===== src/rtl/core/weighted_table_mix_interpolator_assert.svh =====
// Assertion macros used by the top-level RTL file.
`ifndef WEIGHTED_TABLE_MIX_INTERPOLATOR_ASSERT_SVH
`define WEIGHTED_TABLE_MIX_INTERPOLATOR_ASSERT_SVH

`define WTMI_ASSERT_IMP(label, clk, rst_n, ante, cons) \
  label: assert property (@(posedge clk) disable iff (!rst_n) (ante) |-> (cons)) \
    else $error("assertion failed");

`define WTMI_ASSERT_NXT(label, clk, rst_n, ante, cons) \
  label: assert property (@(posedge clk) disable iff (!rst_n) (ante) |=> (cons)) \
    else $error("assertion failed");

`endif


===== src/rtl/core/wtmi_pkg.sv =====
`default_nettype none
package wtmi_pkg;

  localparam int DEF_MAX_LANES   = 64;
  localparam int DEF_TABLE_DEPTH = 1024;
  localparam int IDX_W           = 13;
  localparam int OUT_W           = 25;
  localparam int CNT_W           = 7;
  localparam int Q_DEPTH         = 4;
  localparam logic [CNT_W-1:0] LANE_COUNT_RESET = 7'd13;
  localparam logic [OUT_W-1:0] OUT_MAX          = 25'h0FFFFFF;

  typedef enum logic [1:0] {
    OP_SAMPLE = 2'd0,
    OP_WEIGHT = 2'd1,
    OP_ENABLE = 2'd2,
    OP_EVAL   = 2'd3
  } op_t;

  typedef enum logic [2:0] {
    ST_IDLE,
    ST_DISP,
    ST_RUN,
    ST_DRAIN,
    ST_MLO,
    ST_MHI,
    ST_FIN
  } bk_state_t;

  typedef struct packed {
    op_t                op;
    logic [5:0]         lane;
    logic [IDX_W-1:0]   idx0;
    logic [IDX_W-1:0]   idx1;
    logic [15:0]        frac;
    logic [15:0]        value;
  } cmd_t;

  typedef struct packed {
    logic full;
    logic empty;
  } q_status_t;

endpackage
`default_nettype wire


===== src/rtl/core/wtmi_queue.sv =====
`default_nettype none
module wtmi_queue (
  input  wire logic            clk,
  input  wire logic            rst_n,
  input  wire logic            push,
  input  wire wtmi_pkg::cmd_t  din,
  input  wire logic            pop,
  output wtmi_pkg::cmd_t       dout,
  output wtmi_pkg::q_status_t  stat
);

  localparam int PTR_W = $clog2(wtmi_pkg::Q_DEPTH);

  wtmi_pkg::cmd_t   slot_r [wtmi_pkg::Q_DEPTH];
  logic [PTR_W-1:0] wr_r;
  logic [PTR_W-1:0] rd_r;
  logic [PTR_W:0]   cnt_r;

  always_ff @(posedge clk) begin
    if (!rst_n) begin
      wr_r  <= '0;
      rd_r  <= '0;
      cnt_r <= '0;
    end else begin
      if (push) begin
        wr_r <= wr_r + PTR_W'(1);
      end
      if (pop) begin
        rd_r <= rd_r + PTR_W'(1);
      end
      if (push && !pop) begin
        cnt_r <= cnt_r + (PTR_W+1)'(1);
      end else if (pop && !push) begin
        cnt_r <= cnt_r - (PTR_W+1)'(1);
      end
    end
  end

  always_ff @(posedge clk) begin
    if (push) begin
      slot_r[wr_r] <= din;
    end
  end

  assign dout       = slot_r[rd_r];
  assign stat.full  = cnt_r == (PTR_W+1)'(wtmi_pkg::Q_DEPTH);
  assign stat.empty = cnt_r == '0;

endmodule
`default_nettype wire


===== config.mk =====
export PLATFORM = sky130hd
export DESIGN_NAME = wtmi_queue
export DESIGN_NICKNAME = d
export VERILOG_FILES = /design/src/rtl/core/weighted_table_mix_interpolator_assert.svh /design/src/rtl/core/wtmi_pkg.sv /design/src/rtl/core/wtmi_queue.sv
export SDC_FILE = /design/constraint.sdc
export NUM_CORES = 1
export LEC_CHECK = 0
export ABC_AREA = 1
export BUFFER_PORTS_ARGS = -buffer_cell sky130_fd_sc_hd__buf_4
export CAP_MARGIN = 0
export CORE_UTILIZATION = 55
export CTS_CLUSTER_DIAMETER = 120
export DETAILED_ROUTE_END_ITERATION = 10
export PLACE_DENSITY_LB_ADDON = 0.12
export SYNTH_ARGS = -nofsm -noshare
export SYNTH_HDL_FRONTEND = slang
export SYNTH_SLANG_ARGS = --single-unit
export TNS_END_PERCENT = 100

===== constraint.sdc =====
create_clock -name clk -period 3.1 [get_ports clk]
set_input_delay 0.93 -clock clk [delete_from_list [all_inputs] [get_ports clk]]
set_output_delay 0.93 -clock clk [all_outputs]
set_load 0.01 [all_outputs]

Word level (Yosys, flattened, before mapping)
Memory sizes are Yosys's and may differ from the RTL's. A register that Yosys moved wholly into a read port is not among the register bits.
Cells that the tools add are included.
- $add $sub $neg: 4
- $mul: 0
- div/mod/pow operators: 0
- magnitude comparators: 0
- eq/ne operators: 1
- shift-type cells: 0
- mux-type cells: 6
- bitwise operators: 0
- reductions and logical operators: 6
- operators with widths (kind ; number):
    $mux W3 ; 2
    $add A2 B1 Y2 const B ; 2
    $mux W2 ; 2
    $add A3 B1 Y3 const B ; 1
    $eq A3 B3 Y1 const B ; 1
    $logic_not A3 Y1 ; 1
    $sub A3 B1 Y3 const B ; 1
    $logic_and A1 B1 Y1 ; 2
    $logic_not A1 Y1 ; 2
    $mux W1 ; 2
    $reduce_bool A2 Y1 ; 1
- register bits after elaboration: 7
- latch bits: 0
- memory bits (writable): 264
- memory bits (read-only): 0
- input bits: 70
- output and inout port bits: 68
- logic and storage cells: 21
- memories: 1
- memories (name ; words ; width ; read ports ; clocked after Yosys merged registers in ; wr ports ; RTL line ; RTL):
    slot_r ; 4 ; 66 ; 1 ; 1 ; 1 ; wtmi_queue.sv:14 ; wtmi_pkg::cmd_t slot_r [wtmi_pkg::Q_DEPTH];

Longest topological paths before layout
Gate-level depths: netlist of run 1.
- depth after elaboration: 4
- mapped depth: 10
- depth with buffers taken out: 10

Worst setup path after synthesis of run 1
No wires, ideal clock.
- path type: in2reg
- start: input push
- end: memory slot_r[2][0] (netlist name) (enable)
- arrival: 2.247 ns
- required time: 2.680 ns
- setup slack: 0.433 ns
- stages on the path: 2
- cell sequence: nand2_1 -> inv_1
- cells in the longest elaborated chain, start to end: 2
- ends and longest elaborated chain (what ; RTL line ; RTL):
    start, declared ; wtmi_queue.sv:5 ; input wire logic push,
    $mux W1 ; wtmi_queue.sv:40 ; if (push) begin
    $mux W1 (implied by the code) ; wtmi_queue.sv:41 ; slot_r[wr_r] <= din;
    end, declared ; wtmi_queue.sv:14 ;
Every way passes these cells.

==> results of run 1 <==
## cell families after synthesis
group,count (synthesis),share of synthesized area [%]
buf+inv,59,3.33
flops,273,74.9
compound gates,208,12.8
simple gates,150,8.17
fa+ha+maj,6,0.763
## synth_stat cells, drive strengths merged
library cell,instances
ha,5
nand3,1
nand4,1
nand2,9
buf,20
edfxtp,264
o21ai,138
nor2,137
o22ai,66
nor3,2
clkbuf,22
inv,17
dfxtp,9
a21oi,4
fa,1
## area by class of cell
cell class                 count  area [sq um]
clock inverter                 9          88.8
inverter                      17          71.3
timing repair buffer         154          1270
clock buffer                  39           761
tap                          260           325
multi-input combinational    364          2360
fill                        1307          6030
sequential                   273          8110
## flip-flops by register name, indices dropped and copies added, names as in the netlist, named ones only
| signal | flops |
|---|---|
| slot_r | 264 |
| rd_r | 2 |
| wr_r | 2 |
| cnt_r | 3 |
## how the worst max path moves through the flow
stage	endpoint	slack [ns]	cells past startpoint
3_5_place_dp	dout[27]	0.61	5
3_3_place_gp	dout[61]	0.63	5
4_1_cts	dout[27]	0.05	5
6_report	dout[27]	0.12	5
2_1_floorplan	slot_r[2][0]	0.43	2
5_1_grt	dout[32]	0.03	5
## power breakdown
| part | leakage (nW) | switching, mW | internal, mW |
|---|---|---|---|
| Clock | 0.415 | 1.25 | 1.85 |
| Sequential | 2.50 | 0.0559 | 4.22 |
| Combinational | 1.60 | 0.536 | 0.384 |
## repair_timing
| action | 4_1_cts | 5_1_grt |
|---|---|---|
| buffers inserted | 0 | 0 |
| gates resized for setup | 0 | 2 |
| endpoints found under the setup margin | 0 | 9 |
| hold endpoints to repair | 0 | 0 |
## worst register-to-register path, cell delays in order, from the launching register on
cell     delay, ns
dfxtp_1       0.33
inv_1         0.12
ha_1          0.16
nand2_1       0.06
inv_2         0.25
buf_12        0.40
## layer usage
layer	global-route usage, %	wire [microns]	vias to the layer above
li1	-	-	2892
met1	25.2	8530	3061
met2	39.7	11400	188
met3	4.95	1440	37
met4	6.28	425	2
met5	0	17	-
## stage by stage
stage                     area [sq um]  hold slack (ns)
after global routing             13000            0.453
after detailed placement         12100            0.436
after CTS                        13000            0.443
final                            13000            0.446
after global placement           12100            0.421
after floorplan                  10800            0.412
==> results.ini, run 1 <==
[pwr]
p_total_mw = 8.29
peakVddDrop_v = 0.000442
power.density_nw_per_um2 = 638
p_leak_nw = 4.51

[run_status]
status = finished clean

[synthesis]
synthDistinctLibCells = 25
syn_area_per_cell_sq_um = 15.6
synthTopCellsByArea = edfxtp_1, o21ai_0, o22ai_2
synth_fp_nets = 772
synth-seq-cells = 273
yosysTopAreaCellShare_pct = 73.2
syn_area_sq_um = 10800
synth.yosys.seq_area_share_pct = 74.9
yosys_warnings = 0
yosysTopAreaCell = edfxtp_1
synthCells = 696

[worst_setup_path]
rr_worst_depth = 5
endpoint_kind = primary output
critical_path.slowest_cell = dfxtp_4
max_stage_delay_ns = 0.57
crit_chain = inv_8 > buf_12 > o21ai_0 > o22ai_2 > buf_4
r2r_setup_slack_ns = 1.42
crit_type = reg2out
critPathBufInv = 3
cp_max_fo = 31
cp.arrival_ns = 2.05
critPathTopFamily = buffers and inverters
start_kind = register
cp_data_required_time_ns = 2.17
r2r-start = wr_r[0]
r2r_end = slot_r[0][52]

[detailed_routing]
vias = 6180
antenna_left = 0
drt_pass1_iterations = 4
drt_iter0_markers = 390
wire_per_inst_microns = 19.5
via_per_inst = 5.54
drc = 0
wirelength_mm = 21.8

[floorplan]
io_pins = 138
num_rows = 50
fp.dieH_microns = 142
initial_core_util_pct = 56.9
core_sq_um = 19000
die_x_microns = 142
die-area_sq_um = 20200

[layout]
final_util_pct = 68.3
syn2layout_area_growth_pct = 20.0
n_antenna_cell = 0
drive_gt1_share_pct = 33.5
final_common_cell = edfxtp_1
final_cell_mix = edfxtp_1, buf_4, o21ai_0
num-nets-final = 913
stdcell_count = 1116

[global_routing]
grt_max_degree = 66
grt_pass1_wl_mm = 32.9
grt_usage_pct = 21.6
grt_pass1_vias = 6378
overflow = 0
antenna_found_initial = 1

[clock_network]
cts_buffers = 27
postCtsHoldBufs = 0
path_clk_slew_ns = 0.06
insertion_delay_ns = 0.52
clockBufferDepth = 3
htreeDepth = 1
clock_sinks = 273
cts_root_buffer = clkbuf_16
cts_tree = done

[sta]
tightest_slew_ns = 0.530
finalHoldViolations = 0
fmax_mhz = 336
final_max_slew_viol_count = 0
timing.final.crit_share_pct = 96.1
worst_slack_ns = 0.122
slew_headroom_pct = 64.6
setup-tns-final_ns = 0
min_period_ns = 2.98
clock_skew_ns = 0.00788
rsz0062_at_grt = no
finalSetupViolCount = 0

[hold_path]
hold_path.class = reg2reg
min_path_cells = 1
hp-start = rd_r[1]

[placement]
dpl_worst_slack_ns = 0.606
portBuffers = 137
place_congestion = 0.759
dpl.hpwl_mm = 12.8
placed_cells = 1068

[run]
cap_viol_max_count = 0

No activity file was read; power rests on OpenSTA's default activity.
==> inputs of run 2 (changes only) <==
--- a/config.mk
+++ b/config.mk
@@ -6,12 +6,14 @@
 export NUM_CORES = 1
 export LEC_CHECK = 0
 export ABC_AREA = 1
-export BUFFER_PORTS_ARGS = -buffer_cell sky130_fd_sc_hd__buf_4
 export CAP_MARGIN = 0
 export CORE_UTILIZATION = 55
 export CTS_CLUSTER_DIAMETER = 120
 export DETAILED_ROUTE_END_ITERATION = 10
+export DONT_BUFFER_PORTS = 1
+export HOLD_SLACK_MARGIN = 0.05
 export PLACE_DENSITY_LB_ADDON = 0.12
+export REMOVE_ABC_BUFFERS = 1
 export SYNTH_ARGS = -nofsm -noshare
 export SYNTH_HDL_FRONTEND = slang
 export SYNTH_SLANG_ARGS = --single-unit
==> run 2 against run 1 <==
- combinational power shrank 29%
- design area shrank 8.1%
- sequential share of layout area grew 5.5 points
- die area is the same
- first-iteration DRC count shrank 12%
- clock skew grew 0.0016 ns
- setup slack gained 0.074 ns
- count of clock-buffer cells in the layout shrank 1
- power shrank 4.7%
- largest cell class unchanged
==> results.ini, run 2 (same netlist as run 1, synthesis figures left out) <==
[run_status]
status = finished clean  ; unchanged

[layout]
num-nets-final = 779  ; was 913
drive_gt1_share_pct = 21.2  ; was 33.5%
regMostFlops = slot_r  ; unchanged
final_util_pct = 62.8  ; was 68.3%
final_cell_mix = edfxtp_1, o21ai_0, nor2_1  ; was edfxtp_1, buf_4, o21ai_0
reg_top3 = slot_r (264), cnt_r (3)  ; unchanged
stdcell_count = 983  ; was 1116
syn2layout_area_growth_pct = 10.3  ; was 20.0%
largest_reg_flops = 264  ; unchanged
n_antenna_cell = 0  ; unchanged
final_common_cell = edfxtp_1  ; unchanged

[detailed_routing]
wirelength_mm = 20.4  ; was 21.8 mm
antenna_left = 0  ; unchanged
drc = 0  ; unchanged
wire_per_inst_microns = 20.7  ; was 19.5 microns
via_per_inst = 5.73  ; was 5.54
drt_iter0_markers = 345  ; was 390
drt_pass1_iterations = 5  ; was 4
vias = 5634  ; was 6180

[clock_network]
postCtsHoldBufs = 0  ; unchanged
cts_setup_buffers = 0  ; unchanged
htreeDepth = 1  ; unchanged
cts_root_buffer = clkbuf_16  ; unchanged
clockBufferDepth = 3  ; unchanged
cts_buffers = 27  ; unchanged
cts_tree = done  ; unchanged
cts_resized = 0  ; unchanged
insertion_delay_ns = 0.52  ; about the same
clock_sinks = 273  ; unchanged
path_clk_slew_ns = 0.06  ; about the same

[floorplan]
fp.dieH_microns = 142  ; unchanged
die-area_sq_um = 20200  ; unchanged
die_x_microns = 142  ; unchanged
core_sq_um = 19000  ; unchanged
io_pins = 138  ; unchanged
initial_core_util_pct = 56.9  ; unchanged
num_rows = 50  ; unchanged

[hold_path]
min_path_cells = 1  ; unchanged
hp-start = rd_r[1]  ; unchanged
hold_path.class = reg2reg  ; unchanged

[worst_setup_path]
rr_worst_depth = 5  ; unchanged
cp_data_required_time_ns = 2.17  ; about the same
r2r_setup_slack_ns = 1.19  ; was 1.42 ns
crit_type = reg2out  ; unchanged
r2r-start = wr_r[1]  ; was wr_r[0]
endpoint_kind = primary output  ; unchanged
r2r_end = slot_r[1][32]  ; was slot_r[0][52]
start_kind = register  ; unchanged
cp.arrival_ns = 1.97  ; was 2.05 ns
cp_max_fo = 49  ; was 31

[global_routing]
grt_max_degree = 133  ; was 66
antenna_found_initial = 0  ; was 1
grt_pass1_wl_mm = 30.9  ; was 32.9 mm
overflow = 0  ; unchanged
grt_pass1_vias = 5623  ; was 6378
grt_usage_pct = 20.3  ; was 21.6%

[sta]
finalSetupViolCount = 0  ; unchanged
final_max_slew_viol_count = 0  ; unchanged
tightest_slew_ns = 0.615  ; was 0.530 ns
finalHoldViolations = 0  ; unchanged
worst_slack_ns = 0.196  ; was 0.122 ns
min_period_ns = 2.90  ; was 2.98 ns
slew_headroom_pct = 59.0  ; was 64.6%
fmax_mhz = 344  ; was 336 MHz
timing.final.crit_share_pct = 93.7  ; was 96.1%
clock_skew_ns = 0.00951  ; was 0.00788 ns
rsz0062_at_grt = no  ; unchanged

[placement]
placed_cells = 934  ; was 1068
dpl.hpwl_mm = 11.8  ; was 12.8 mm
portBuffers = 0  ; was 137
dpl_worst_slack_ns = 0.723  ; was 0.606 ns
place_congestion = 0.769  ; was 0.759

[pwr]
p_leak_nw = 3.84  ; was 4.51 nW
peakVddDrop_v = 0.000520  ; was 0.000442 V
power.density_nw_per_um2 = 662  ; was 638 nW/um^2

[run]
cap_viol_max_count = 0  ; unchanged

[run 2: cell count changes in the layout (fill, tap and decap cells not counted)]
cell	change
buf_6	-1
clkbuf_1	+1
clkbuf_8	-2
clkinv_2	+5
inv_8	-1
clkinvlp_4	+1
inv_2	-4
inv_6	+2
buf_12	-1
buf_4	-132
bufinv_16	-1
[run 2: how the worst max path moves through the flow]
stage / endpoint / cells after the start / slack [ns] / from
after global routing: dout[27] / 4 / 0.05 / register
after detailed placement: dout[48] / 4 / 0.72 / register
after global placement: dout[48] / 4 / 0.72 / register
after CTS: dout[48] / 4 / 0.16 / register
after floorplan: dout[0] / 3 / -1.68 / register
final: dout[48] / 4 / 0.20 / register
[run 2: final cells by class]
class	instances	area, sq um
clock buffer	38	737
multi-input combinational	364	2360
timing repair buffer	20	250
sequential	273	8110
fill	1380	7080
clock inverter	11	80.1
inverter	17	73.8
tap	260	325
[run 2: critical path, cell delays in order (launching register included)]
cell and delay [ns]:
dfxtp_4 0.36, inv_6 0.37, buf_4 0.36, nor2_1 0.07, o22ai_1 0.27
[run 2: power by group]
group / total (mW) / internal [mW] / switching [mW]
Clock: 2.99 / 1.73 / 1.26
Combinational: 0.653 / 0.190 / 0.463
Sequential: 4.26 / 4.22 / 0.0421
Total: 7.90 / 6.14 / 1.76
[run 2: per-layer routing]
layer / global-route usage, % / wire length, microns / vias up
met3: 7.27 / 1780 / 27
met2: 35.4 / 10400 / 147
met1: 24.2 / 7880 / 2835
met4: 4.53 / 361 / 0
met5: 0 / 0 / -
li1: - / - / 2625
[run 2: stage by stage]
| stage | total power, mW | hold WS [ns] | setup TNS, ns | area (sq um) |
|---|---|---|---|---|
| floorplan | 4.80 | 0.412 | -108.43 | 10500 |
| global placement | 4.98 | 0.417 | 0 | 11100 |
| detailed placement | 5.00 | 0.429 | 0 | 11100 |
| CTS | 7.97 | 0.439 | 0 | 11900 |
| global route | 8.18 | 0.473 | 0 | 11900 |
| finish | 7.90 | 0.441 | 0 | 11900 |
==> inputs of run 3 (changes only) <==
--- a/config.mk
+++ b/config.mk
@@ -7,7 +7,9 @@
 export LEC_CHECK = 0
 export ABC_AREA = 1
 export CAP_MARGIN = 0
-export CORE_UTILIZATION = 55
+export CELL_PAD_IN_SITES_DETAIL_PLACEMENT = 0
+export CELL_PAD_IN_SITES_GLOBAL_PLACEMENT = 1
+export CORE_UTILIZATION = 53
 export CTS_CLUSTER_DIAMETER = 120
 export DETAILED_ROUTE_END_ITERATION = 10
 export DONT_BUFFER_PORTS = 1
==> run 3 against run 2 <==
- cell count rose by 0.20%
- utilization fell by 2.2 points
- worst hold slack improved by 0.0058 ns
- sequential power barely moved
- count of clock-buffer cells in the layout fell by 5
- clock skew rose by 0.0022 ns
- clock power barely moved
==> results.ini, run 3 (same netlist as run 1, synthesis figures left out) <==
[floorplan]
die-area_sq_um = 21000  ; was 20200 sq um
io_pins = 138  ; unchanged
fp.dieH_microns = 145  ; was 142 microns
die_x_microns = 145  ; was 142 microns
core_sq_um = 19700  ; was 19000 sq um
initial_core_util_pct = 54.9  ; was 56.9%
num_rows = 51  ; was 50

[global_routing]
grt_max_degree = 133  ; unchanged
overflow = 0  ; unchanged
antenna_found_initial = 0  ; unchanged
grt_usage_pct = 19.8  ; was 20.3%
grt_pass1_wl_mm = 31.9  ; was 30.9 mm
grt_pass1_vias = 5705  ; was 5623

[clock_network]
cts_resized = 0  ; unchanged
insertion_delay_ns = 0.52  ; about the same
cts_setup_buffers = 0  ; unchanged
path_clk_slew_ns = 0.06  ; about the same
cts_root_buffer = clkbuf_16  ; unchanged
clock_sinks = 273  ; unchanged
postCtsHoldBufs = 0  ; unchanged
clockBufferDepth = 3  ; unchanged
cts_buffers = 27  ; unchanged
cts_tree = done  ; unchanged
htreeDepth = 1  ; unchanged

[worst_setup_path]
r2r_setup_slack_ns = 1.22  ; was 1.19 ns
crit_chain = inv_6 > buf_4 > o21ai_0 > o22ai_1  ; was inv_6 > buf_4 > nor2_1 > o22ai_1
r2r_end = slot_r[0][8]  ; was slot_r[1][32]
start_kind = register  ; unchanged
path_depth = 4  ; unchanged
critical_path.slowest_cell = buf_4  ; was inv_6
r2r-start = wr_r[0]  ; was wr_r[1]
critPathTopFamily = buffers and inverters  ; unchanged
rr_worst_depth = 5  ; unchanged
cp-endpoint = dout[33]  ; was dout[48]
endpoint_kind = primary output  ; unchanged
crit_type = reg2out  ; unchanged
critPathBufInv = 2  ; unchanged
max_stage_delay_ns = 0.40  ; was 0.37 ns
cp_max_fo = 28  ; was 49
cp_data_required_time_ns = 2.17  ; about the same
cp.arrival_ns = 2.01  ; was 1.97 ns

[layout]
fill_cells = 1434  ; was 1380
largest_reg_flops = 264  ; unchanged
final_cell_mix = edfxtp_1, o21ai_0, nor2_1  ; unchanged
multiInputGateArea_sq_um = 2360  ; unchanged
syn2layout_area_growth_pct = 10.3  ; about the same
final_common_cell = edfxtp_1  ; unchanged
stdcell_count = 985  ; was 983
fin_area_sq_um = 11900  ; about the same
regMostFlops = slot_r  ; unchanged
reg_top3 = slot_r (264), cnt_r (3)  ; unchanged
drive_gt1_share_pct = 21.1  ; was 21.2%
n_antenna_cell = 0  ; unchanged
seq_area_sq_um = 8110  ; unchanged
num-nets-final = 778  ; was 779
final_util_pct = 60.5  ; was 62.8%

[placement]
portBuffers = 0  ; unchanged
place_area_sq_um = 11100  ; about the same
place_congestion = 0.707  ; was 0.769
dpl.hpwl_mm = 11.8  ; about the same
placed_cells = 938  ; was 934

[run_status]
status = finished clean  ; unchanged

[pwr]
p_leak_nw = 3.84  ; about the same
power.density_nw_per_um2 = 664  ; was 662 nW/um^2
peakVddDrop_v = 0.000583  ; was 0.000520 V

[sta]
timing.final.crit_share_pct = 95.0  ; was 93.7%
min_period_ns = 2.94  ; was 2.90 ns
finalHoldViolations = 0  ; unchanged
clock_skew_ns = 0.0117  ; was 0.00951 ns
tightest_slew_ns = 0.579  ; was 0.615 ns
final_max_slew_viol_count = 0  ; unchanged
slew_headroom_pct = 61.4  ; was 59.0%
rsz0062_at_grt = no  ; unchanged
fmax_mhz = 340  ; was 344 MHz
finalSetupViolCount = 0  ; unchanged

[detailed_routing]
antenna_left = 0  ; unchanged
drc = 0  ; unchanged
drt_iter0_markers = 349  ; was 345
via_per_inst = 5.73  ; about the same
vias = 5644  ; was 5634
wire_per_inst_microns = 21.1  ; was 20.7 microns
wirelength_mm = 20.7  ; was 20.4 mm
drt_pass1_iterations = 4  ; was 5

[hold_path]
hold_path.class = reg2reg  ; unchanged

[run]
cap_viol_max_count = 0  ; unchanged

[run 3: how the worst min path moves through the flow]
stage / start / endpoint / slack, ns / cells past startpoint
after floorplan: rd_r[1] / register / 0.41 / 1
after global placement: rd_r[1] / register / 0.43 / 1
after detailed placement: rd_r[1] / register / 0.42 / 1
after CTS: rd_r[1] / register / 0.44 / 1
after global routing: din[51] / slot_r[2][51] / 0.48 / 0
final: rd_r[1] / register / 0.45 / 1
[run 3: cell type report]
| type | instances | area share [%] |
|---|---|---|
| Sequential cell | 273 | 68.0 |
| Multi-Input combinational cell | 364 | 19.7 |
| Clock buffer | 33 | 5.85 |
| Tap cell | 265 | 2.78 |
| Timing Repair Buffer | 19 | 2.03 |
| Clock inverter | 14 | 0.996 |
| Inverter | 17 | 0.619 |
[run 3: through the flow]
step	power [mW]	setup TNS (ns)	setup WS (ns)	hold slack, ns
floorplan	4.80	-108.43	-1.68	0.412
global placement	4.98	0	0.729	0.425
detailed placement	5.00	0	0.700	0.423
CTS	7.99	0	0.131	0.441
global route	8.21	0	0.0301	0.481
finish	7.92	0	0.155	0.447
[run 3: power breakdown]
part,internal (mW),switching (mW)
registers,4.22,0.0434
clock network,1.76,1.26
logic,0.186,0.464
total,6.16,1.76
[run 3: metal layers]
layer	share of wire (%)	up-vias	GRT usage, %
met2	51	132	34.5
met1	41	2861	24.0
li1	-	2622	-
met4	1.8	0	5.16
met5	0	-	0
met3	6.3	29	5.79
