## config.mk

```make
export PLATFORM = sky130hd
export DESIGN_NAME = wtmi_front_flat
export DESIGN_NICKNAME = d
export VERILOG_FILES = /design/src/rtl/core/weighted_table_mix_interpolator_assert.svh /design/src/rtl/core/wtmi_pkg.sv /design/src/rtl/core/wtmi_if.sv /design/src/rtl/core/wtmi_front.sv /design/src/flat_wrapper.sv
export SDC_FILE = /design/constraint.sdc
export NUM_CORES = 1
export LEC_CHECK = 0
export ABC_AREA = 1
export CAP_MARGIN = 20
export CELL_PAD_IN_SITES_DETAIL_PLACEMENT = 1
export CELL_PAD_IN_SITES_GLOBAL_PLACEMENT = 1
export CORE_AREA = 2 2 106 108
export CTS_CLUSTER_SIZE = 28
export DETAILED_ROUTE_END_ITERATION = 10
export DIE_AREA = 0 0 108 110
export DONT_BUFFER_PORTS = 1
export GPL_TIMING_DRIVEN = 0
export HOLD_SLACK_MARGIN = 0.05
export PLACE_DENSITY_LB_ADDON = 0.1
export SLEW_MARGIN = 20
export SYNTH_ARGS = -nofsm -noshare
export SYNTH_HDL_FRONTEND = slang
export SYNTH_SLANG_ARGS = --single-unit
```

## constraint.sdc

```tcl
create_clock -name clk -period 7.35 [get_ports clk]
set_clock_uncertainty 0.1 [all_clocks]
set_input_delay 0 -clock clk [delete_from_list [all_inputs] [get_ports clk]]
set_output_delay 0 -clock clk [all_outputs]
set_load 0.02 [all_outputs]
```

## src/rtl/core/weighted_table_mix_interpolator_assert.svh

```systemverilog
// Assertion macros used by the top-level RTL file.
`ifndef WEIGHTED_TABLE_MIX_INTERPOLATOR_ASSERT_SVH
`define WEIGHTED_TABLE_MIX_INTERPOLATOR_ASSERT_SVH

`define WTMI_ASSERT_IMP(label, clk, rst_n, ante, cons) \
  label: assert property (@(posedge clk) disable iff (!rst_n) (ante) |-> (cons)) \
    else $error("assertion failed");

`define WTMI_ASSERT_NXT(label, clk, rst_n, ante, cons) \
  label: assert property (@(posedge clk) disable iff (!rst_n) (ante) |=> (cons)) \
    else $error("assertion failed");

`endif

```

## src/rtl/core/wtmi_pkg.sv

```systemverilog
`default_nettype none
package wtmi_pkg;

  localparam int DEF_MAX_LANES   = 64;
  localparam int DEF_TABLE_DEPTH = 1024;
  localparam int IDX_W           = 13;
  localparam int OUT_W           = 25;
  localparam int CNT_W           = 7;
  localparam int Q_DEPTH         = 4;
  localparam logic [CNT_W-1:0] LANE_COUNT_RESET = 7'd13;
  localparam logic [OUT_W-1:0] OUT_MAX          = 25'h0FFFFFF;

  typedef enum logic [1:0] {
    OP_SAMPLE = 2'd0,
    OP_WEIGHT = 2'd1,
    OP_ENABLE = 2'd2,
    OP_EVAL   = 2'd3
  } op_t;

  typedef enum logic [2:0] {
    ST_IDLE,
    ST_DISP,
    ST_RUN,
    ST_DRAIN,
    ST_MLO,
    ST_MHI,
    ST_FIN
  } bk_state_t;

  typedef struct packed {
    op_t                op;
    logic [5:0]         lane;
    logic [IDX_W-1:0]   idx0;
    logic [IDX_W-1:0]   idx1;
    logic [15:0]        frac;
    logic [15:0]        value;
  } cmd_t;

  typedef struct packed {
    logic full;
    logic empty;
  } q_status_t;

endpackage
`default_nettype wire

```

## src/rtl/core/wtmi_if.sv

```systemverilog
`default_nettype none
interface wtmi_in_if;
  logic               valid;
  logic               ready;
  logic [1:0]         opcode;
  logic [5:0]         lane_index;
  logic [9:0]         sample_index;
  logic signed [15:0] sample_value;
  logic signed [15:0] amplitude;
  logic               enable;
  logic signed [15:0] position;

  modport source (output valid, opcode, lane_index, sample_index, sample_value,
                  amplitude, enable, position, input ready);
  modport sink (input valid, opcode, lane_index, sample_index, sample_value,
                amplitude, enable, position, output ready);
endinterface

`default_nettype wire

```

## src/rtl/core/wtmi_front.sv

```systemverilog
`default_nettype none
module wtmi_front #(
  parameter int MAX_LANE_SLOTS = wtmi_pkg::DEF_MAX_LANES,
  parameter int TABLE_DEPTH    = wtmi_pkg::DEF_TABLE_DEPTH
) (
  input  wire logic                       clk,
  input  wire logic                       rst_n,
  wtmi_in_if.sink                         in_ch,
  input  wire logic                       cfg_we,
  input  wire logic [wtmi_pkg::CNT_W-1:0] cfg_wdata,
  input  wire wtmi_pkg::q_status_t        q_stat,
  output wtmi_pkg::cmd_t                  q_din,
  output logic                            q_push,
  output logic [wtmi_pkg::CNT_W-1:0]      lanes_used
);

  localparam int TW = $clog2(TABLE_DEPTH);
  localparam int PW = 16 + TW;
  localparam logic [TW-1:0] LAST = TW'(TABLE_DEPTH - 1);

  logic [wtmi_pkg::CNT_W-1:0] lane_count_r;
  logic [15:0]                u;
  logic [PW-1:0]              p;
  logic [TW-1:0]              i0;
  logic [TW-1:0]              i1;
  logic                       lane_ok;
  logic                       keep;
  wtmi_pkg::op_t              op;

  always_ff @(posedge clk) begin
    if (!rst_n) begin
      lane_count_r <= wtmi_pkg::LANE_COUNT_RESET;
    end else if (cfg_we) begin
      lane_count_r <= cfg_wdata;
    end
  end

  assign lanes_used = (32'(lane_count_r) > 32'(MAX_LANE_SLOTS)) ?
                      wtmi_pkg::CNT_W'(MAX_LANE_SLOTS) : lane_count_r;

  always_comb begin
    op = wtmi_pkg::op_t'(in_ch.opcode);
    u  = {~in_ch.position[15], in_ch.position[14:0]};
    p  = PW'(u) * PW'(TABLE_DEPTH - 1);
    i0 = (p[PW-1:16] > LAST) ? LAST : p[PW-1:16];
    i1 = (i0 == LAST) ? LAST : i0 + TW'(1);
    lane_ok = {1'b0, in_ch.lane_index} < lanes_used;
    case (op)
      wtmi_pkg::OP_SAMPLE: keep = lane_ok &&
                           (32'(in_ch.sample_index) < 32'(TABLE_DEPTH));
      wtmi_pkg::OP_WEIGHT: keep = lane_ok;
      wtmi_pkg::OP_ENABLE: keep = lane_ok;
      default:             keep = 1'b1;
    endcase
    q_din.op   = op;
    q_din.lane = in_ch.lane_index;
    q_din.frac = p[15:0];
    if (op == wtmi_pkg::OP_SAMPLE) begin
      q_din.idx0 = wtmi_pkg::IDX_W'(in_ch.sample_index);
    end else begin
      q_din.idx0 = wtmi_pkg::IDX_W'(i0);
    end
    q_din.idx1 = wtmi_pkg::IDX_W'(i1);
    case (op)
      wtmi_pkg::OP_SAMPLE: q_din.value = in_ch.sample_value;
      wtmi_pkg::OP_WEIGHT: q_din.value = in_ch.amplitude;
      wtmi_pkg::OP_ENABLE: q_din.value = {15'd0, in_ch.enable};
      default:             q_din.value = 16'd0;
    endcase
  end

  assign in_ch.ready = !q_stat.full;
  assign q_push      = in_ch.valid && !q_stat.full && keep;

endmodule
`default_nettype wire

```

## src/flat_wrapper.sv

```systemverilog
// flat-port wrapper written by rule: the top's interface ports become plain ports
module wtmi_front_flat 
#(
  parameter int MAX_LANE_SLOTS = wtmi_pkg::DEF_MAX_LANES,
  parameter int TABLE_DEPTH    = wtmi_pkg::DEF_TABLE_DEPTH
)
  (clk, rst_n, cfg_we, cfg_wdata, q_stat, q_din, q_push, lanes_used, in_ch_valid, in_ch_opcode, in_ch_lane_index, in_ch_sample_index, in_ch_sample_value, in_ch_amplitude, in_ch_enable, in_ch_position, in_ch_ready);
  wtmi_in_if in_ch_i ();
  input  wire logic clk;
  input  wire logic rst_n;
  input  wire logic cfg_we;
  input  wire logic [wtmi_pkg::CNT_W-1:0] cfg_wdata;
  input  wire wtmi_pkg::q_status_t q_stat;
  output wtmi_pkg::cmd_t q_din;
  output logic q_push;
  output logic [wtmi_pkg::CNT_W-1:0] lanes_used;
  input wire logic [$bits(in_ch_i.valid)-1:0] in_ch_valid;
  input wire logic [$bits(in_ch_i.opcode)-1:0] in_ch_opcode;
  input wire logic [$bits(in_ch_i.lane_index)-1:0] in_ch_lane_index;
  input wire logic [$bits(in_ch_i.sample_index)-1:0] in_ch_sample_index;
  input wire logic [$bits(in_ch_i.sample_value)-1:0] in_ch_sample_value;
  input wire logic [$bits(in_ch_i.amplitude)-1:0] in_ch_amplitude;
  input wire logic [$bits(in_ch_i.enable)-1:0] in_ch_enable;
  input wire logic [$bits(in_ch_i.position)-1:0] in_ch_position;
  output wire logic [$bits(in_ch_i.ready)-1:0] in_ch_ready;
  assign in_ch_i.valid = in_ch_valid;
  assign in_ch_i.opcode = in_ch_opcode;
  assign in_ch_i.lane_index = in_ch_lane_index;
  assign in_ch_i.sample_index = in_ch_sample_index;
  assign in_ch_i.sample_value = in_ch_sample_value;
  assign in_ch_i.amplitude = in_ch_amplitude;
  assign in_ch_i.enable = in_ch_enable;
  assign in_ch_i.position = in_ch_position;
  assign in_ch_ready = in_ch_i.ready;
  wtmi_front #(.MAX_LANE_SLOTS(MAX_LANE_SLOTS), .TABLE_DEPTH(TABLE_DEPTH)) u_core (.clk(clk), .rst_n(rst_n), .in_ch(in_ch_i), .cfg_we(cfg_we), .cfg_wdata(cfg_wdata), .q_stat(q_stat), .q_din(q_din), .q_push(q_push), .lanes_used(lanes_used));
endmodule
```

## Yosys cells after proc, flatten, opt, wreduce, memory -nomap -nowiden

Index checks and enable logic that the tools add are counted.

| word-level totals | value |
|---|---|
| output and inout port bits | 75 |
| word-level logic and storage cells | 21 |
| input port bits | 80 |
| flip-flop bits (word level) | 7 |

| cells by class | value |
|---|---|
| reduce and logical (&&, ||, !) cells | 5 |
| bitwise gates (word level) | 1 |
| multiplexer cells | 6 |
| equality and inequality tests | 3 |
| multipliers | 1 |
| $lt $le $gt $ge | 3 |
| $add $sub $neg | 1 |

Operators with widths:

| operator | number |
|---|---|
| case mux 16 bit (3 select lines) | 1 |
| 2-to-1 mux 10 bit | 3 |
| multiplier 16 x 10 -> 26 bit, second input constant | 1 |
| adder 10 x 1 -> 10 bit, second input constant | 1 |
| == test 10 bit, second input constant | 1 |
| > comparator 10 bit, second input constant | 1 |
| > comparator 7 bit, second input constant | 1 |
| < comparator 6 x 7 -> 1 bit | 1 |
| 2-to-1 mux 7 bit | 1 |
| OR reduction 3 bit | 1 |
| == test 2 x 1 -> 1 bit, second input constant | 1 |
| == test 2 bit, second input constant | 1 |
| logical AND 1 bit | 2 |
| zero test 2 bit | 1 |
| zero test 1 bit | 1 |
| 2-to-1 mux 1 bit | 1 |
| inverter 1 bit | 1 |

## Logic depth before layout (Yosys ltp)

Gate-level depths: netlist of run 1.

| logic depth | value |
|---|---|
| depth after elaboration | 6 |
| mapped depth | 28 |
| mapped depth without buffers | 28 |

## Worst setup path after synthesis of run 1

Ideal clock, no wire load.

| timing path | value |
|---|---|
| kind | input -> output |
| start point | input port in_ch_position[3] |
| end point | output port q_din[41] (netlist name) |
| data arrival time | 4499 ps |
| path slack | 2751 ps |
| path buffers | 0 |
| required time | 7250 ps |
| stages | 23 |
| path through | inv_1 > fa_1 > inv_1 > fa_1 > fa_1 > fa_1 > inv_1 > fa_1 > inv_1 > ha_1 > nand2_2 > inv_1 > nand2_1 > nand2_1 > inv_1 > nand3_1 > nand2_1 > nand2_1 > nand2_1 > nand2_1 > nor2_1 > nand3_2 > o21ai_1 |

RTL lines:

| element | RTL line | source |
|---|---|---|
| start: declaration | flat_wrapper.sv:24 | `input wire logic [$bits(in_ch_i.position)-1:0] in_ch_position;` |
| end: declaration | flat_wrapper.sv:14 | `output wtmi_pkg::cmd_t q_din;` |

==> run metrics, run 1 <==
HPWL after detailed placement 14500 um; R2R Setup Slk 6.06 ns; vias in the first global route 5616; required time of the critical path 7.25 ns; gr usage total 30.2%; Die X 108 um; largest net degree at the start of global routing 11; fin nets 1004; Clock Sinks 7; CTS max path bufs 2; via count 4873; Arr. time, crit path 5.03 ns; Vias/cell 5.30; Post CTS Setup Buffer Count 0; area grow syn2layout 7.95%; DR pass1 iterations 4; fin area 0.00583 mm2; Routed WL 16800 um; initial antenna violation count 0; I/O pin count 155; CTS tree built; worst path cell trace inv_1 > fa_1 > inv_1 > fa_1 > fa_1 > fa_1 > inv_1 > fa_1 > inv_1 > ha_1 > nand2_2 > inv_1 > nand2_1 > nand2_1 > inv_1 > nand3_1 > nand2_1 > nand2_1 > nand2_1 > nand2_1 > nor2_1 > nand3_2 > o21ai_1; Final setup viols 0; Worst Max-Slew Pin Slew 0.798 ns; final core occ 54.5%; die area 0.0119 mm2; RSZ-0062 raised after global routing false; critical path endpoint category output port; Crit path largest cell delay 0.68 ns; CP Max Fanout 4; Die H 110 um; DP Area 0.00559 mm2; crit path kind in2out; worst slack, placed 2.18 ns; Routed Antenna Nets 0; gpl congestion 0.877; status finished clean; Hold Vio Cnt, Final 0; Final Cycle Share 69.8%; Peak Freq 195 MHz; DRC violation count after routing 0; # port buffers 0; Reg-to-Reg End u_core.lane_count_r[0]; WL/cell 18.3 um; syn avg cell area 7.19 um2; Slew headroom 46.2%; clock root buffer master clkbuf_8; H-tree Lvls 1; DR iter-0 viols 155; GRT overflow 0; post-synthesis sequential area ratio 2.60%; Async S/R FF share, synth 0%; worst hold stages 2; Crit-path slowest cell fa_1; CP Launch Type primary input; pins over their slew limit 0; Top Registers u_core.lane_count_r (7); Yosys Warn Count 0; Num CTS Buffers 3; worst skew pair latency 0.25 ns; number of synthesized register bits 7; FP Rows 38; Worst Hold Launch in_ch_valid; CTS resizes 0; maxcap violations 0; FF-to-FF path depth 3; Hold Crit Class in2out; Final WS setup 2.22 ns; Core Region 0.0107 mm2; post-cts hold buffer count 19; Largest register FFs 7; Post-synth EDFFs 0; commonest non-fill, non-tap cell in the layout inv_1; crit path time final 5.13 ns; Crit Reg-Reg Startpoint u_core.lane_count_r[0]; Hold Path End q_push; global-route wire length before repair 27600 um; critical path launch point in_ch_position[3]; Reg with most FFs u_core.lane_count_r; total negative setup slack 0 ns; share of layout cells above drive strength 1 8.99%; Yosys cell types 36; most frequent cells in the layout 196 x inv_1, 175 x nand2_1, 82 x fa_1; ant diodes 0; Synth Flop Type dfxtp_1; Gate Count Post-Synth 751; mapped cell area 0.00540 mm2; initial cell density of the core 50.5%
[critical path, delay by kind of cell]
kind / cells / cell delay, ns
AO/OA/AOI/OAI: 1 / 0.42
adder cells (fa/ha/maj): 6 / 3.13
buffers and inverters: 6 / 0.36
AND/OR/NAND/NOR: 10 / 1.11
[metrics by stage]
| step | hold slack [ns] | std cells |
|---|---|---|
| after floorplan | -0.0159 | 756 |
| after global placement | -0.00815 | 896 |
| after detailed placement | -0.00908 | 896 |
| after CTS | 0.0623 | 919 |
| after global routing | 0.0817 | 919 |
| final | 0.0651 | 919 |
[metal layers]
metal / up-vias / GRT usage [%] / share of wire [%]
met3: 49 / 3.23 / 4.3
met2: 167 / 62.8 / 57
met5: - / 0 / 0
li1: 2293 / - / -
met4: 0 / 11.4 / 4.3
met1: 2364 / 30.5 / 35
[cells by family after synthesis]
kind of cell / Yosys count / synth area share [%]
compound gates: 65 / 7.46
simple gates: 294 / 25.6
xor+xnor: 16 / 2.60
flops: 7 / 2.60
mux: 2 / 0.417
buf+inv: 222 / 16.5
other cells: 1 / 0.0695
fa+ha+maj: 144 / 44.8
[cell usage after synthesis (all sizes together), types with 4 or more instances]
cell	count	share of area, %
inv	202	14
nand2	194	15
fa	82	30
ha	62	14
nor2	52	4.8
nand3	31	4.0
a21oi	23	2.1
o21ai	21	2.1
a22o	15	2.4
buf	15	2.1
xor2	10	1.6
nand4	9	1.0
dfxtp	7	2.6
xnor2	6	0.97
clkbuf	5	0.35
nor3	4	0.46
o21bai	4	0.56
[layout make-up]
cell class                      count  area (um2)
Buffer                             20         131
Clock buffer                        4        45.0
Fill cell                        1411        4870
Inverter                          202         758
Multi-Input combinational cell    527        4390
Sequential cell                     7         140
Tap cell                          140         175
Timing Repair Buffer               19         190
[worst max-delay path by stage]
stage | end | slack [ns] | cells after the start
floorplan | q_din[41] | 2.75 | 23
global placement | q_din[41] | 2.25 | 23
detailed placement | q_din[41] | 2.18 | 23
CTS | q_din[41] | 2.18 | 23
global route | q_din[41] | 1.84 | 23
finish | q_din[41] | 2.22 | 23
Power of run 1 is left out: the tool's default activity adds up to more than one toggle a clock period on the data nets, which glitch-free logic cannot reach.
==> inputs of run 2 (changes only) <==
ABC_AREA = 0   (was 1)
CORE_AREA = 2 2 105 107   (was 2 2 106 108)
DIE_AREA = 0 0 107 109   (was 0 0 108 110)
clock period = 5.33 ns   (was 7.35 ns; I/O delays follow)
==> run metrics, run 2 <==
status finished clean; fin nets 849 (-15%); Reg with most FFs u_core.lane_count_r; Hold Vio Cnt, Final 0 (unchanged); Hold Crit Class in2out; H-tree Lvls 1 (unchanged); most frequent CP cell fa_1; FP Rows 38 (unchanged); Peak Freq 188 MHz; GRT overflow 0 (unchanged); gpl congestion 0.814 (-7.3%); vias in the first global route 4379 (-22%); post-synthesis sequential area ratio 2.77% (+0.17 points); mapped cell area 0.00506 mm2 (-6.3%); Final Cycle Share 100%; DRC violation count after routing 0 (unchanged); number of synthesized register bits 7 (unchanged); Die X 107 um (-0.93%); worst hold stages 1 (-1); WL/cell 17.2 um (-5.7%); top post-synthesis cells by area fa_1 32%, ha_1 15%, inv_1 9.6%; Top Registers u_core.lane_count_r (7); Crit-path slowest cell fa_2; worst skew pair latency 0.22 ns (-0.03 ns); via count 4085 (-16%); commonest non-fill, non-tap cell in the layout inv_1; # port buffers 0 (unchanged); Core Region 0.0106 mm2 (-0.89%); CTS tree built; Gate Count Post-Synth 579 (-23%); Hold Path End q_din[46]; I/O pin count 155 (unchanged); WHS 0.0945 ns (+0.0294 ns); Arr. time, crit path 5.23 ns (+0.20 ns); Post-synth top cells 129 x inv_1, 82 x fa_1, 62 x ha_1; area grow syn2layout 17.6%; RSZ-0062 raised after global routing true; Num CTS Buffers 3 (unchanged); gr usage total 23.1% (-7.1 points); Yosys cell types 61 (+69%); clock root buffer master clkbuf_8; ant diodes 0 (unchanged); required time of the critical path 5.23 ns (-2.02 ns); Yosys Warn Count 0 (unchanged); delay-heaviest family, CP adder cells; maxcap violations 0 (unchanged); DR iter-0 viols 132 (-15%); initial antenna violation count 0 (unchanged); total negative setup slack 0 ns (unchanged); crit path kind in2out; area share of the largest cell type after synthesis 32.4% (+2.0 points); Worst Max-Slew Pin Slew 0.705 ns (-0.0930 ns); share of layout cells above drive strength 1 18.8% (+9.8 points); initial cell density of the core 47.7% (-2.7 points); Final setup viols 0 (unchanged); Synth Flop Type dfxtp_1; HPWL after detailed placement 10900 um (-25%); most frequent cells in the layout 123 x inv_1, 75 x fa_1, 57 x ha_1; R2R Setup Slk 4.05 ns (-2.01 ns); Clock Sinks 7 (unchanged); top cell type by total area after synthesis fa_1; crit path time final 5.33 ns; Crit path buffers/inverters 5 (-1); Crit Reg-Reg Startpoint u_core.lane_count_r[0]; Routed WL 13200 um (-22%); critical path endpoint category output port; Slew headroom 52.5% (+6.3 points); syn avg cell area 8.74 um2 (+22%); largest net degree at the start of global routing 11 (unchanged); Reg-to-Reg End u_core.lane_count_r[0]; CP Launch Type primary input; pins over their slew limit 0 (unchanged); top-count cell post-synth inv_1; Largest register FFs 7 (unchanged); Crit path largest cell delay 0.57 ns (-0.11 ns); Die H 109 um (-0.91%); Worst Hold Launch in_ch_sample_index[1]; final core occ 56.1% (+1.6 points); Async S/R FF share, synth 0% (unchanged); worst path cell trace fa_2 > inv_2 > fa_1 > inv_1 > fa_1 > fa_1 > inv_1 > fa_1 > inv_1 > ha_4 > nand4_1 > nor4_4 > a22oi_2 > nand3_2 > xor2_2 > or2b_4 > or3_4 > buf_12 > o22ai_4; DR pass1 iterations 4 (unchanged); Post-synth EDFFs 0 (unchanged); Vias/cell 5.35 (+0.84%); CP Max Fanout 8 (+4); global-route wire length before repair 21600 um (-22%); die area 0.0117 mm2 (-1.8%); Routed Antenna Nets 0 (unchanged); FF-to-FF path depth 3 (unchanged); CTS max path bufs 2 (unchanged)
[run 2: worst max-delay path by stage]
stage	from	endpoint	slack [ns]	depth (start not counted)
after floorplan	in_ch_position[3]	q_din[35]	0.07	20
after global placement	in_ch_position[3]	q_din[35]	-0.30	20
after detailed placement	in_ch_position[3]	q_din[32]	-0.38	20
after CTS	in_ch_position[4]	q_din[38]	0.002	18
after global routing	in_ch_position[5]	q_din[38]	-0.21	19
final	in_ch_position[9]	q_din[38]	0.002	19
[run 2: cell families after synthesis]
group                    count (synthesis)  share of synthesized area (%)
AO/OA/AOI/OAI                          101                           13.5
AND/OR/NAND/NOR                        110                           11.2
other                                    1                         0.0741
adder cells (fa/ha/maj)                144                           47.8
XOR/XNOR                                25                           5.07
buffers and inverters                  161                           13.6
flip-flops                               7                           2.77
multiplexers                            30                           6.06
[run 2: through the flow]
stage	cells	setup slack [ns]	instance area, um2
after global routing	764	-0.213	5950
after global placement	724	-0.301	5250
after CTS	753	0.00183	5780
after floorplan	584	0.0714	5080
final	764	0.00240	5950
after detailed placement	724	-0.375	5250
[run 2: final cells by class]
| class | count | area [um2] |
|---|---|---|
| flip-flops and latches | 7 | 140 |
| well taps | 140 | 175 |
| fillers | 1250 | 4650 |
| inverters | 129 | 492 |
| plain buffers | 30 | 215 |
| clock buffers | 4 | 45.0 |
| repair buffers | 38 | 343 |
| multi-input cells | 416 | 4540 |
[run 2: layer usage]
| metal | part of all wire [%] | track usage, % | vias up | wire, um |
|---|---|---|---|---|
| met4 | 0.59 | 2.32 | 0 | 77 |
| met2 | 52 | 44.5 | 110 | 6900 |
| met1 | 43 | 28.8 | 2030 | 5700 |
| met5 | 0 | 0 | - | 0 |
| met3 | 3.7 | 2.57 | 8 | 483 |
| li1 | - | - | 1937 | - |
[run 2: timing repair]
item / in CTS / in global routing
endpoints found under the setup margin: 11 / 13
setup buffers: 7 / 13
hold buffers: 18 / 0
resized for setup: 54 / 18
pin swaps: 18 / 18
endpoints found under the hold margin: 17 / 0
Power of run 2 is left out for the same reason.
==> inputs of run 3 (changes only) <==
CORE_AREA = 10 10 113 115   (was 2 2 105 107)
DIE_AREA = 0 0 123 125   (was 0 0 107 109)
==> run metrics, run 3 (same netlist as run 2, synthesis figures left out) <==
DRC violation count after routing 0 (unchanged); crit path kind in2out; CP Max Fanout 8 (unchanged); Hold Vio Cnt, Final 0 (unchanged); CTS max path bufs 2 (unchanged); Worst Hold Launch in_ch_sample_index[9]; required time of the critical path 5.23 ns (about the same); multi-input logic area 0.00460 mm2 (+1.2%); met2 Usage GRT 34.6% (-10 points); Hold Path End q_din[54]; Peak Freq 187 MHz (-0.54%); maxcap violations 0 (unchanged); via count 4097 (+0.29%); Vias/cell 5.38 (+0.69%); clock root buffer master clkbuf_8; CP Launch Type primary input; DR iter-0 viols 129 (-2.3%); CTS tree built; H-tree Lvls 1 (unchanged); largest net degree at the start of global routing 11 (unchanged); Final WS setup -0.0266 ns (-0.0290 ns); Crit Reg-Reg Startpoint u_core.lane_count_r[0]; area grow syn2layout 18.1%; Core Region 0.0106 mm2 (unchanged); fill count 1247 (-0.24%); GRT overflow 0 (unchanged); Arr. time, crit path 5.26 ns (+0.03 ns); FF-to-FF path depth 3 (unchanged); busiest layer in global routing met2; commonest non-fill, non-tap cell in the layout inv_1; share of layout cells above drive strength 1 20.6% (+1.9 points); Num CTS Buffers 3 (unchanged); FP Rows 38 (unchanged); vias in the first global route 4834 (+10%); fin nets 846 (-0.35%); initial antenna violation count 0 (unchanged); Final setup viols 2 (+2); Reg with most FFs u_core.lane_count_r; Die H 125 um (+15%); I/O pin count 155 (unchanged); die area 0.0154 mm2 (+32%); # port buffers 0 (unchanged); WHS 0.0957 ns (+0.00120 ns); Reg-to-Reg End u_core.lane_count_r[0]; Slew headroom 54.6% (+2.1 points); Final Cycle Share 100% (+0.54 points); pins over their slew limit 0 (unchanged); gpl congestion 0.821 (+0.93%); gr usage total 18.5% (-4.6 points); Routed Antenna Nets 0 (unchanged); Hold Crit Class in2out; WL/cell 19.0 um (+10%); Worst Max-Slew Pin Slew 0.674 ns (-0.0310 ns); HPWL after detailed placement 12100 um (+12%); violated checks negative setup slack; crit path time final 5.36 ns (+0.0290 ns); worst skew pair latency 0.22 ns (about the same); Routed WL 14400 um (+9.7%); ant diodes 0 (unchanged); critical path endpoint category output port; R2R Setup Slk 4.01 ns (-0.04 ns); Largest register FFs 7 (unchanged); final core occ 56.3% (+0.24 points); global-route wire length before repair 23800 um (+10%); worst hold stages 2 (+1); Die X 123 um (+15%); Top Registers u_core.lane_count_r (7); Register Area 140 um2 (unchanged); met1 Resource Use GR 22.2% (-6.6 points); DR pass1 iterations 4 (unchanged); most frequent cells in the layout 116 x inv_1, 73 x fa_1, 56 x ha_1; RSZ-0062 raised after global routing true; status finished, violations left; Clock Sinks 7 (unchanged); initial cell density of the core 47.7% (unchanged); GR Util met3 3.02% (+0.45 points)
## run 3: cell types whose count changed in the layout (fill, tap and decap cells not counted), sizes merged
cell / delta
buf: -2
clkbuf: -1
clkinvlp: +1
inv: -1
## run 3: worst max-delay path: stages
cell and delay (ns):
fa_2 0.58, inv_2 0.06, fa_1 0.51, fa_1 0.52, fa_1 0.55, inv_1 0.05, fa_1 0.45, ha_1 0.30
buf_4 0.18, a21oi_4 0.20, o21ai_1 0.15, a21oi_1 0.26, o211ai_4 0.15, mux2i_2 0.19, or2b_1 0.28, or3_4 0.41
buf_12 0.17, o21ai_4 0.25
## run 3: worst max-delay path by stage
stage	startpoint	end	slack (ns)	cells after the start
after floorplan	in_ch_position[3]	q_din[35]	0.07	20
after CTS	in_ch_position[8]	q_din[38]	0.009	17
after global placement	in_ch_position[3]	q_din[35]	-0.32	20
after detailed placement	in_ch_position[3]	q_din[32]	-0.43	20
final	in_ch_position[4]	q_din[32]	-0.03	18
after global routing	in_ch_position[5]	q_din[32]	-0.19	20
## run 3: what timing repair did
action	4_1_cts	5_1_grt
buffers inserted	8	10
endpoints found under the setup margin	11	13
hold buffers	18	0
resized for setup	56	34
hold endpoints to repair	17	0
pin swaps	23	33
## run 3: cell type report
cell class              count  share of cell area, %
repair buffers             36                   5.34
plain buffers              29                   3.41
multi-input cells         416                   76.9
inverters                 129                   8.29
well taps                 140                   2.93
clock buffers               4                  0.754
flip-flops and latches      7                   2.35
## run 3: metal layers
layer,vias to the layer above,wire [um]
met5,-,0
met4,0,173
met3,14,778
met2,114,7620
met1,2051,5870
li1,1918,-
## run 3: through the flow
stage               cell area (um2)  instances  setup TNS, ns  setup WS, ns
finish                         5970        761        -0.0299       -0.0266
floorplan                      5080        584              0        0.0714
detailed placement             5250        724          -3.75        -0.426
global placement               5250        724          -2.64        -0.323
CTS                            5800        754              0       0.00913
global route                   5970        761          -1.51        -0.190
Power of run 3 is left out for the same reason.
